[src/hw/rtl/fsrd_pkg.sv]
`timescale 1ns / 1ps
`default_nettype none

package fsrd_pkg;

    // Receive store size and the count width that follows from it
    localparam int BUF_BYTES = 64;
    localparam int CNT_W     = $clog2(BUF_BYTES);

    // Configuration register indexes
    localparam logic [2:0] REG_START_CHAR  = 3'd0;
    localparam logic [2:0] REG_END_CHAR    = 3'd1;
    localparam logic [2:0] REG_ESCAPE_CHAR = 3'd2;
    localparam logic [2:0] REG_CODE_START  = 3'd3;
    localparam logic [2:0] REG_CODE_END    = 3'd4;
    localparam logic [2:0] REG_CODE_ESCAPE = 3'd5;
    localparam logic [2:0] REG_FRAME_LIMIT = 3'd6;

    // Register reset values
    localparam logic [7:0] RST_START_CHAR  = 8'd33;
    localparam logic [7:0] RST_END_CHAR    = 8'd59;
    localparam logic [7:0] RST_ESCAPE_CHAR = 8'd92;
    localparam logic [7:0] RST_CODE_START  = 8'd49;
    localparam logic [7:0] RST_CODE_END    = 8'd50;
    localparam logic [7:0] RST_CODE_ESCAPE = 8'd51;
    localparam logic [6:0] RST_FRAME_LIMIT = 7'd64;

    // Configuration as seen by the sequencer
    typedef struct packed {
        logic [7:0]       start_char;
        logic [7:0]       end_char;
        logic [7:0]       escape_char;
        logic [7:0]       code_start;
        logic [7:0]       code_end;
        logic [7:0]       code_escape;
        logic [CNT_W-1:0] limit_m1;     // clamped limit minus one
    } cfg_t;

    // Shared compare unit result
    typedef struct packed {
        logic eq;
        logic ge;
    } cmp_res_t;

    // Sequencer states
    typedef enum logic [3:0] {
        ST_IDLE,
        ST_START,
        ST_LIMIT,
        ST_ENDCHK,
        ST_SUMCHK,
        ST_ESCCHK,
        ST_CODE_S,
        ST_CODE_E,
        ST_CODE_X,
        ST_STORE,
        ST_DRAIN_RD,
        ST_DRAIN_LD
    } state_t;

endpackage

`default_nettype wire

[src/hw/rtl/fsrd_ram.sv]
`timescale 1ns / 1ps
`default_nettype none

module fsrd_ram #(
    parameter int WIDTH = 8,
    parameter int DEPTH = 64
) (
    input  wire logic                     aclk,
    input  wire logic                     we,
    input  wire logic [$clog2(DEPTH)-1:0] waddr,
    input  wire logic [WIDTH-1:0]         wdata,
    input  wire logic [$clog2(DEPTH)-1:0] raddr,
    output logic      [WIDTH-1:0]         rdata
);

    logic [WIDTH-1:0] mem [DEPTH];

    // One write port, one registered read port
    always_ff @(posedge aclk) begin
        if (we) begin
            mem[waddr] <= wdata;
        end
        rdata <= mem[raddr];
    end

endmodule

`default_nettype wire

[src/hw/rtl/fsrd_cmp.sv]
`timescale 1ns / 1ps
`default_nettype none

module fsrd_cmp
    import fsrd_pkg::*;
(
    input  wire logic [7:0] a,
    input  wire logic [7:0] b,
    output cmp_res_t        res
);

    // Equality and unsigned magnitude on one pair of operands
    always_comb begin
        res.eq = (a == b);
        res.ge = (a >= b);
    end

endmodule

`default_nettype wire

[src/hw/rtl/fsrd_cfg.sv]
`timescale 1ns / 1ps
`default_nettype none

module fsrd_cfg
    import fsrd_pkg::*;
(
    input  wire logic       aclk,
    input  wire logic       aresetn,
    input  wire logic       cfg_valid,
    output logic            cfg_ready,
    input  wire logic [2:0] cfg_index,
    input  wire logic [7:0] cfg_data,
    output cfg_t            cfg
);

    logic [7:0] start_reg,  start_next;
    logic [7:0] end_reg,    end_next;
    logic [7:0] esc_reg,    esc_next;
    logic [7:0] cstart_reg, cstart_next;
    logic [7:0] cend_reg,   cend_next;
    logic [7:0] cesc_reg,   cesc_next;
    logic [6:0] limit_reg,  limit_next;
    logic [8:0] lim_w;

    assign cfg_ready = 1'b1;

    // Register write decode; unknown indexes are dropped
    always_comb begin
        start_next  = start_reg;
        end_next    = end_reg;
        esc_next    = esc_reg;
        cstart_next = cstart_reg;
        cend_next   = cend_reg;
        cesc_next   = cesc_reg;
        limit_next  = limit_reg;
        if (cfg_valid) begin
            unique case (cfg_index)
                REG_START_CHAR:  start_next  = cfg_data;
                REG_END_CHAR:    end_next    = cfg_data;
                REG_ESCAPE_CHAR: esc_next    = cfg_data;
                REG_CODE_START:  cstart_next = cfg_data;
                REG_CODE_END:    cend_next   = cfg_data;
                REG_CODE_ESCAPE: cesc_next   = cfg_data;
                REG_FRAME_LIMIT: limit_next  = cfg_data[6:0];
                default: ;
            endcase
        end
    end

    always_ff @(posedge aclk) begin
        if (!aresetn) begin
            start_reg  <= RST_START_CHAR;
            end_reg    <= RST_END_CHAR;
            esc_reg    <= RST_ESCAPE_CHAR;
            cstart_reg <= RST_CODE_START;
            cend_reg   <= RST_CODE_END;
            cesc_reg   <= RST_CODE_ESCAPE;
            limit_reg  <= RST_FRAME_LIMIT;
        end else begin
            start_reg  <= start_next;
            end_reg    <= end_next;
            esc_reg    <= esc_next;
            cstart_reg <= cstart_next;
            cend_reg   <= cend_next;
            cesc_reg   <= cesc_next;
            limit_reg  <= limit_next;
        end
    end

    // Clamp the frame limit to 2..store size
    always_comb begin
        priority if ({2'b00, limit_reg} < 9'd2) begin
            lim_w = 9'd2;
        end else if ({2'b00, limit_reg} > 9'(BUF_BYTES)) begin
            lim_w = 9'(BUF_BYTES);
        end else begin
            lim_w = {2'b00, limit_reg};
        end
    end

    always_comb begin
        cfg.start_char  = start_reg;
        cfg.end_char    = end_reg;
        cfg.escape_char = esc_reg;
        cfg.code_start  = cstart_reg;
        cfg.code_end    = cend_reg;
        cfg.code_escape = cesc_reg;
        cfg.limit_m1    = CNT_W'(lim_w - 9'd1);
    end

endmodule

`default_nettype wire

[src/hw/rtl/framed_serial_rx_deframer_top.sv]
// Receive deframer for a byte-stuffed serial link with an 8-bit sum checksum.
// Input channel s_*: one raw received byte per word. Output channel m_*: one
// unescaped body byte per word, m_tlast on the final byte of a frame.
// Configuration channel cfg_*: cfg_index selects the register (start, end,
// escape, three escape codes, frame limit), cfg_data is the value; always
// ready, to be written only while no frame output is pending.
// Sequencing: each received byte runs through a sequencer that uses one
// shared 8-bit compare unit per step: start check; inside a frame the limit
// and end checks, then the sum check for a checksum byte or else the escape
// check, the three escape codes in turn after an escape byte, and storing.
// After a good checksum the body is read back from the store through the
// single registered read port, a read and a load step per byte. Input is not
// accepted during the read-back. The output word sits in a register: a
// stalled receiver holds the read-back, and once the last word is loaded the
// next input is accepted while that word still waits.
// Reset: registers return to their defaults, no frame is open, the output
// is empty. The body store is not cleared; no clearing pass is needed.
`timescale 1ns / 1ps
`default_nettype none

module framed_serial_rx_deframer_top
    import fsrd_pkg::*;
(
    input  wire logic       aclk,
    input  wire logic       aresetn,
    // raw byte in
    input  wire logic       s_tvalid,
    output logic            s_tready,
    input  wire logic [7:0] s_tdata,    // [7:0] rx_byte
    // body bytes out
    output logic            m_tvalid,
    input  wire logic       m_tready,
    output logic      [7:0] m_tdata,    // [7:0] body_byte
    output logic            m_tlast,    // last_of_body
    // register writes
    input  wire logic       cfg_valid,
    output logic            cfg_ready,
    input  wire logic [2:0] cfg_index,
    input  wire logic [7:0] cfg_data
);

    state_t           state_reg, state_next;
    logic [7:0]       byte_reg, byte_next;
    logic             in_frame_reg, in_frame_next;
    logic [CNT_W-1:0] raw_count_reg, raw_count_next;
    logic [7:0]       sum_reg, sum_next;
    logic [7:0]       prev_reg, prev_next;
    logic [CNT_W-1:0] body_count_reg, body_count_next;
    logic [CNT_W-1:0] drain_idx_reg, drain_idx_next;
    logic             m_valid_reg, m_valid_next;
    logic [7:0]       m_data_reg, m_data_next;
    logic             m_last_reg, m_last_next;

    cfg_t             cfg;
    cmp_res_t         cmp_res;
    logic [7:0]       cmp_a, cmp_b;
    logic             ram_we;
    logic [CNT_W-1:0] ram_waddr;
    logic [7:0]       ram_wdata;
    logic [7:0]       ram_rdata;
    logic             out_free;
    logic             out_load;
    logic             drain_last;

    fsrd_cfg u_cfg (
        .aclk      (aclk),
        .aresetn   (aresetn),
        .cfg_valid (cfg_valid),
        .cfg_ready (cfg_ready),
        .cfg_index (cfg_index),
        .cfg_data  (cfg_data),
        .cfg       (cfg)
    );

    fsrd_cmp u_cmp (
        .a   (cmp_a),
        .b   (cmp_b),
        .res (cmp_res)
    );

    fsrd_ram #(
        .WIDTH (8),
        .DEPTH (BUF_BYTES)
    ) u_store (
        .aclk  (aclk),
        .we    (ram_we),
        .waddr (ram_waddr),
        .wdata (ram_wdata),
        .raddr (drain_idx_reg),
        .rdata (ram_rdata)
    );

    assign s_tready   = (state_reg == ST_IDLE);
    assign m_tvalid   = m_valid_reg;
    assign m_tdata    = m_data_reg;
    assign m_tlast    = m_last_reg;
    assign out_free   = !m_valid_reg || m_tready;
    assign drain_last = (drain_idx_reg == body_count_reg - CNT_W'(2));

    // Next state
    always_comb begin
        state_next = state_reg;
        unique case (state_reg)
            ST_IDLE: begin
                if (s_tvalid) begin
                    state_next = ST_START;
                end
            end
            ST_START: begin
                if (cmp_res.eq || !in_frame_reg) begin
                    state_next = ST_IDLE;
                end else begin
                    state_next = ST_LIMIT;
                end
            end
            ST_LIMIT: state_next = cmp_res.ge ? ST_IDLE : ST_ENDCHK;
            ST_ENDCHK: state_next = cmp_res.eq ? ST_SUMCHK : ST_ESCCHK;
            ST_SUMCHK: begin
                if (cmp_res.eq && (body_count_reg >= CNT_W'(2))) begin
                    state_next = ST_DRAIN_RD;
                end else begin
                    state_next = ST_IDLE;
                end
            end
            ST_ESCCHK: begin
                if (cmp_res.eq && (body_count_reg != '0)) begin
                    state_next = ST_CODE_S;
                end else begin
                    state_next = ST_STORE;
                end
            end
            ST_CODE_S: state_next = cmp_res.eq ? ST_IDLE : ST_CODE_E;
            ST_CODE_E: state_next = cmp_res.eq ? ST_IDLE : ST_CODE_X;
            ST_CODE_X: state_next = cmp_res.eq ? ST_IDLE : ST_STORE;
            ST_STORE: state_next = ST_IDLE;
            ST_DRAIN_RD: state_next = ST_DRAIN_LD;
            ST_DRAIN_LD: begin
                if (out_free) begin
                    state_next = drain_last ? ST_IDLE : ST_DRAIN_RD;
                end
            end
            default: state_next = ST_IDLE;
        endcase
    end

    // Per-step operand selection and frame state updates
    always_comb begin
        byte_next       = byte_reg;
        in_frame_next   = in_frame_reg;
        raw_count_next  = raw_count_reg;
        sum_next        = sum_reg;
        prev_next       = prev_reg;
        body_count_next = body_count_reg;
        drain_idx_next  = drain_idx_reg;
        cmp_a           = byte_reg;
        cmp_b           = cfg.start_char;
        ram_we          = 1'b0;
        ram_waddr       = body_count_reg;
        ram_wdata       = byte_reg;
        out_load        = 1'b0;
        unique case (state_reg)
            ST_IDLE: begin
                if (s_tvalid) begin
                    byte_next = s_tdata;
                end
            end
            ST_START: begin
                // start byte always opens a fresh frame
                if (cmp_res.eq) begin
                    in_frame_next   = 1'b1;
                    raw_count_next  = CNT_W'(1);
                    sum_next        = byte_reg;
                    prev_next       = byte_reg;
                    body_count_next = '0;
                end else if (in_frame_reg) begin
                    raw_count_next = raw_count_reg + CNT_W'(1);
                end
            end
            ST_LIMIT: begin
                cmp_a = 8'(raw_count_reg);
                cmp_b = 8'(cfg.limit_m1);
                if (cmp_res.ge) begin
                    in_frame_next = 1'b0;
                end
            end
            ST_ENDCHK: begin
                cmp_a = prev_reg;
                cmp_b = cfg.end_char;
            end
            ST_SUMCHK: begin
                // checksum byte closes the frame whatever its value
                cmp_a          = sum_reg;
                cmp_b          = byte_reg;
                in_frame_next  = 1'b0;
                drain_idx_next = '0;
            end
            ST_ESCCHK: begin
                cmp_a     = prev_reg;
                cmp_b     = cfg.escape_char;
                sum_next  = sum_reg + byte_reg;
                prev_next = byte_reg;
            end
            ST_CODE_S: begin
                cmp_b     = cfg.code_start;
                ram_we    = cmp_res.eq;
                ram_waddr = body_count_reg - CNT_W'(1);
                ram_wdata = cfg.start_char;
            end
            ST_CODE_E: begin
                cmp_b     = cfg.code_end;
                ram_we    = cmp_res.eq;
                ram_waddr = body_count_reg - CNT_W'(1);
                ram_wdata = cfg.end_char;
            end
            ST_CODE_X: begin
                cmp_b     = cfg.code_escape;
                ram_we    = cmp_res.eq;
                ram_waddr = body_count_reg - CNT_W'(1);
                ram_wdata = cfg.escape_char;
            end
            ST_STORE: begin
                ram_we          = 1'b1;
                body_count_next = body_count_reg + CNT_W'(1);
            end
            ST_DRAIN_RD: ;
            ST_DRAIN_LD: begin
                if (out_free) begin
                    out_load = 1'b1;
                    if (!drain_last) begin
                        drain_idx_next = drain_idx_reg + CNT_W'(1);
                    end
                end
            end
            default: ;
        endcase
    end

    // Output word register
    always_comb begin
        m_valid_next = m_valid_reg;
        m_data_next  = m_data_reg;
        m_last_next  = m_last_reg;
        if (out_load) begin
            m_valid_next = 1'b1;
            m_data_next  = ram_rdata;
            m_last_next  = drain_last;
        end else if (m_tready) begin
            m_valid_next = 1'b0;
        end
    end

    always_ff @(posedge aclk) begin
        if (!aresetn) begin
            state_reg      <= ST_IDLE;
            in_frame_reg   <= 1'b0;
            raw_count_reg  <= '0;
            sum_reg        <= '0;
            prev_reg       <= '0;
            body_count_reg <= '0;
            drain_idx_reg  <= '0;
            m_valid_reg    <= 1'b0;
        end else begin
            state_reg      <= state_next;
            in_frame_reg   <= in_frame_next;
            raw_count_reg  <= raw_count_next;
            sum_reg        <= sum_next;
            prev_reg       <= prev_next;
            body_count_reg <= body_count_next;
            drain_idx_reg  <= drain_idx_next;
            m_valid_reg    <= m_valid_next;
        end
    end

    always_ff @(posedge aclk) begin
        byte_reg   <= byte_next;
        m_data_reg <= m_data_next;
        m_last_reg <= m_last_next;
    end

`ifndef SYNTHESIS
    // read-back only runs with the frame closed
    a_drain_closed: assert property (@(posedge aclk) disable iff (!aresetn)
        (state_reg == ST_DRAIN_RD || state_reg == ST_DRAIN_LD) |-> !in_frame_reg)
        else $error("read-back with a frame open");

    // stored body never outgrows the raw byte count of the open frame
    a_body_bound: assert property (@(posedge aclk) disable iff (!aresetn)
        (state_reg == ST_IDLE && in_frame_reg) |-> (body_count_reg < raw_count_reg))
        else $error("body count not below raw count");

    // store is never written during read-back
    a_no_write_drain: assert property (@(posedge aclk) disable iff (!aresetn)
        ram_we |-> !(state_reg == ST_DRAIN_RD || state_reg == ST_DRAIN_LD))
        else $error("store write during read-back");

    // loading the final word ends the read-back
    a_last_ends: assert property (@(posedge aclk) disable iff (!aresetn)
        (out_load && drain_last) |=> (state_reg == ST_IDLE && m_tvalid && m_tlast))
        else $error("final word did not end read-back");

    // a word is only loaded over an empty or departing output register
    a_no_overwrite: assert property (@(posedge aclk) disable iff (!aresetn)
        out_load |-> (!m_valid_reg || m_tready))
        else $error("output word overwritten");
`endif

endmodule

`default_nettype wire
[config.mk]
export PLATFORM = sky130hd
export DESIGN_NAME = framed_serial_rx_deframer_top
export DESIGN_NICKNAME = d
export VERILOG_FILES = /design/src/hw/rtl/fsrd_pkg.sv /design/src/hw/rtl/fsrd_ram.sv /design/src/hw/rtl/fsrd_cmp.sv /design/src/hw/rtl/fsrd_cfg.sv /design/src/hw/rtl/framed_serial_rx_deframer_top.sv
export SDC_FILE = /design/constraint.sdc
export NUM_CORES = 1
export LEC_CHECK = 0
export CORE_ASPECT_RATIO = 0.6
export CORE_MARGIN = 4
export CORE_UTILIZATION = 45
export CTS_CLUSTER_SIZE = 20
export DETAILED_ROUTE_END_ITERATION = 6
export DONT_BUFFER_PORTS = 1
export PLACE_DENSITY_LB_ADDON = 0.08
export SYNTH_ARGS = -nofsm -noshare
export SYNTH_HDL_FRONTEND = slang
export SYNTH_HIERARCHICAL = 1
export SYNTH_SLANG_ARGS = --single-unit
[constraint.sdc]
create_clock -name aclk -period 5.15 [get_ports aclk]
set_input_delay 1.2875 -clock aclk [delete_from_list [all_inputs] [get_ports aclk]]
set_output_delay 1.2875 -clock aclk [all_outputs]
set_load 0.1 [all_outputs]
Word level (Yosys, flattened, before mapping)
Memory sizes are Yosys's and may differ from the RTL's. A register that Yosys moved wholly into a read port is not among the register bits.
Cells that the tools add are included.

storage, ports and cells
  memories = 1
  register bits = 112
  memory bits (writable) = 512
  logic and storage cells = 123

memories
  memory       depth  width  read ports  clocked after memory_dff  write ports  RTL line        text
  u_store.mem  64     8      1           1                         1            fsrd_ram.sv:16  logic [WIDTH-1:0] mem [DEPTH];

cells by class
  reduce and logical (&&, ||, !) cells = 31
  eq/ne operators = 24
  muxes and demuxes = 38
  order comparisons = 4
  add/sub/neg operators = 7

operator list
  cell                 count
  $pmux 8 s7           1
  $mux 6               8
  $pmux 8 s3           2
  $pmux 4 s11          1
  $pmux 8 s2           2
  $mux 4               7
  $pmux 6 s2           2
  $reduce_and 2->1     12
  $add 6x1->6 const B  3
  $eq 4x3->1 const B   4
  $eq 4x4->1 const B   4
  $sub 6x1->6 const B  2
  $ne 2x2->1 const B   5
  $reduce_bool 2->1    5
  $eq 3x3->1 const B   3
  $mux 1               9
  $add 8x8->8          1
  $eq 4x2->1 const B   2
  $eq 8x8->1           1
  $ge 8x8->1           1
  $mux 8               1
  $gt 7x7->1 const B   1
  $lt 7x2->1 const B   1
  $eq 3x2->1 const B   2
  19 further kinds     24

Longest topological paths before layout
  depth in word-level cells = 9
  mapped depth = 21

By module
The synthesis kept the hierarchy.

by module, submodules not included
  module                         sequential area each (um^2)  times used  area each (um^2)  cells each
  fsrd_ram                       15534.9                      1           20166.8           940
  framed_serial_rx_deframer_top  1311.3                       1           3938.8            475
  fsrd_cfg                       1101.1                       1           2348.5            232
  fsrd_cmp                       0.0                          1           207.7             30

Least setup slack after synthesis
Ideal clock, no wire load.

  kind = register to register
  from = reg u_cfg.limit_reg[4]
  to = mem u_store.mem[62][0] (enable)
  path buffers = 1
  cell stages (with the launch flop) = 20
  arrival = 4.195 ns
  setup slack = 0.584 ns
  cells stage by stage = dfxtp_1 or2_2 o41ai_1 ha_1 or4b_1 o311ai_0 mux4_2 nand2_1 a31oi_1 inv_1 ha_1 nand4_1 or2_1 nor2_1 clkbuf_1 nand2_1 nand2_1 nor2b_1 nand3_1 nor2_1

RTL lines
  item                      RTL line        text
  start: declaration        fsrd_cfg.sv:22  logic [6:0] limit_reg, limit_next;
  start signal: assignment  fsrd_cfg.sv:66  limit_reg <= limit_next;
  end: declaration          fsrd_ram.sv:16

==> results.md <==
* YS warnings at 6
* Port Buffers at 0
* Fmax at about 0.21 GHz
* Xor and xnor area share after synthesis at less than 1%
* EDFF count, synth at 529
* CP peak stage delay at 540 ps
* R2R cell count at 18
* Syn nets at about 1700
* Hold path startpoint: u_store/rdata[1]
* Filler cell count in the final layout at ~4800
* Most frequent cells in the layout: edfxtp_1 (529), nand2_1 (137), mux4_2 (130)
* Mapped Area at 26660 µm²
* Worst Tran Pin Value at roughly 1100 ps
* Drt pass-1 iters at 7
* Worst-Skew Late Latency at about 630 ps
* Initial Util at 45.95%
* Share of cells above drive strength 1 at 21.22%
* Post-synthesis mux area share at 14.54%
* Cells after Synth at roughly 1700
* Synthesized-area fraction occupied by adder cells at between 1 and 1.5%
* Largest family of logic cells by synthesized area: multiplexers
* Gpl congestion at ~0.86
* Synth Flop Type: edfxtp_1
* Wirelength per Cell at between 20 and 30 µm
* Post-route clock skew at around 22 ps
* Final setup viols at 0
* CP bufs+invs at 2
* Hold Path Depth at 0
* IO Pins at 36
* Die area at between 60000 and 70000 µm²
* DR vias/cell at roughly 6
* Post-route minimum period at about 4900 ps
* First-pass GRT wire length at 102.8 mm
* Antenna viol nets, final at 0
* CP Capture Type: flop
* CTS H-tree depth at 2
* Final WL at 70.21 mm
* Die Ht at ~200 µm
* Fin util at 51.58%
* Worst path cell trace: or2_2 > o41ai_2 > ha_1 > or4b_1 > o311ai_0 > mux4_2 > nand2_1 > a31oi_1 > inv_1 > ha_1 > nand4_1 > or2_1 > nor2_1 > nand2_1 > nand2_2 > nand3_1 > nor2_1 > buf_4
* Num rows at a little under 70
* 1st-iter DRT viols at roughly 2100
* CP Data Arrival Time at 5200 ps
* Violated checks: design-rule violations
* TNS Setup at 0 ps
* Largest net degree at the start of global routing at between 100 and 150
* Reg-to-reg endpoint: u_store/mem[1][3]
* Reg-to-Reg Start: u_cfg/limit_reg[4]
* NumNets Final at between 1500 and 2000
* # DRC at 2
* Most common cell after layout, fill and taps aside: edfxtp_1
* FF+latch count, synth at around 630
* HP Class: reg -> reg
* Largest register FFs at around 500
* TritonCTS Buffers at 57
* Post-synth ARST share at 0%
* Total gr overflow at 0
* Final Hold Vio Count at 0
* Crit-path slowest cell: nand3_1
* Hold endpoint: m_tdata[1]
* Sink Count at about 630
* Total track usage at between 20% and 30%
* Clk root buf: clkbuf_16
* Critical path class: reg -> reg
* Critical path fanouts, max at 8
* Slew Limit Fails at 0
* Die width at ~320 µm
* P_leak at just under 10 nW
* Core area at approximately 58000 µm²
* ANT cells at 0
* Critical path startpoint category: flop
* Vias in the first global route at 14500
* Synth Area in Simple Gates at just under 8%
* Post CTS Setup Buffer Count at 0
* Reg with most FFs: u_store/mem
* Peak supply drop at approximately 250 µV
* Routed vias at roughly 15000
* Post-Syn Area per Cell at approximately 16 µm²
* Rel. slew slack at about a quarter
* Worst-path clk slew at about 70 ps
* Sequential fraction of the synthesis area at between 60% and 70%
* Yosys cell types at 79
* Status: finished, violations left
* Max-Cap Viols at 0
* Detailed placement HPWL at 45.72 mm
* WP depth at 18
* Synthesis-to-finish area growth at 12.25%
* Initial antenna violation count at 0
* CTS tree: built
* Power Density at ~340 nW/µm²
* Period utilisation layout at a little over nine tenths
* CP delay by family, top: simple AND/OR/NAND/NOR gates
* Synth Area in Compound Gates at roughly 5.7%
* R2r setup slk at between 200 and 300 ps
* Max clock buf depth at 3
* RSZ-0062 raised after global routing: false
* Critical path data required time at roughly 5500 ps
metrics by stage:
step	area, µm²	total power (W)	hold WS [ps]	instances	worst slack (ps)
detailed placement	28010	0.005895	390.6	2455	42.51
floorplan	26660	0.005809	385.5	1677	584.3
finish	29930	0.01012	401.6	2561	285.5
global placement	28010	0.005895	391.4	2455	136.7
CTS	29900	0.01021	408.4	2561	4.742
global route	29930	0.01046	412.9	2561	54.22
report_power, final:
part	internal, W	total (W)	switching [W]
registers	0.00555	0.00557	0.0000183
clock network	0.00242	0.00434	0.00192
logic	0.0000520	0.000214	0.000162
routing by layer:
metal	vias up	wire, µm	global-route usage (%)
li1	6696	-	-
met1	7959	35570	38.49
met2	670	26290	26.97
met3	78	7398	6.169
met4	0	953	4.093
met5	-	0	0
cells by family (layout without fill, tap and decap cells):
logic type,after synthesis,in the layout
other cells,1,1
mux,223,223
simple gates,435,435
fa+ha+maj,25,25
compound gates,204,204
xor+xnor,23,23
buf+inv,134,248
flops,632,632
synth_stat cells, types with 8 or more instances:
cell / n / area share (%)
nand4_1: 8 / 0.19
xor2_1: 12 / 0.39
mux4_2: 130 / 11
nor2_1: 125 / 1.8
inv_1: 30 / 0.42
a21oi_1: 33 / 0.62
o221ai_1: 10 / 0.33
buf_4: 16 / 0.45
xnor2_1: 11 / 0.36
buf_2: 29 / 0.54
mux2_2: 15 / 0.63
ha_1: 24 / 1.1
and3_1: 8 / 0.19
clkbuf_1: 41 / 0.58
buf_6: 10 / 0.42
edfxtp_1: 529 / 60
nor3_1: 16 / 0.30
o22ai_1: 9 / 0.21
nand3_1: 29 / 0.54
a22oi_1: 10 / 0.28
nor2b_1: 52 / 1.2
nand2_1: 141 / 2.0
a21boi_1: 10 / 0.28
mux2i_1: 78 / 2.9
a222oi_1: 20 / 0.75
dfxtp_1: 103 / 7.7
nand2b_1: 13 / 0.31
a31oi_1: 16 / 0.38
o21ai_0: 18 / 0.34
worst max path at each step:
stage / start / to
6_report: u_cfg/limit_reg[4] / u_store/mem[1][3]
3_3_place_gp: u_cfg/limit_reg[4] / u_store/mem[26][7]
2_1_floorplan: u_cfg/limit_reg[4] / u_store/mem[62][0]
5_1_grt: u_cfg/limit_reg[4] / u_store/mem[1][2]
3_5_place_dp: u_cfg/limit_reg[4] / u_store/mem[26][3]
4_1_cts: u_cfg/limit_reg[4] / u_store/mem[26][5]
layout make-up:
| type | instances | area (µm²) | area share [%] |
|---|---|---|---|
| Timing Repair Buffer | 112 | 878.3 | 2.935 |
| Clock buffer | 65 | 1478 | 4.937 |
| Multi-Input combinational cell | 911 | 8128 | 27.16 |
| Tap cell | 770 | 963.4 | 3.219 |
| Inverter | 30 | 112.6 | 0.3763 |
| Sequential cell | 632 | 17960 | 60.01 |
| Clock inverter | 41 | 409.1 | 1.367 |
repair_timing:
item / 4_1_cts / 5_1_grt
hold buffers: 0 / 0
resized for setup: 0 / 8
setup endpoints to repair: 0 / 341
(Power assumes the default switching activity.)
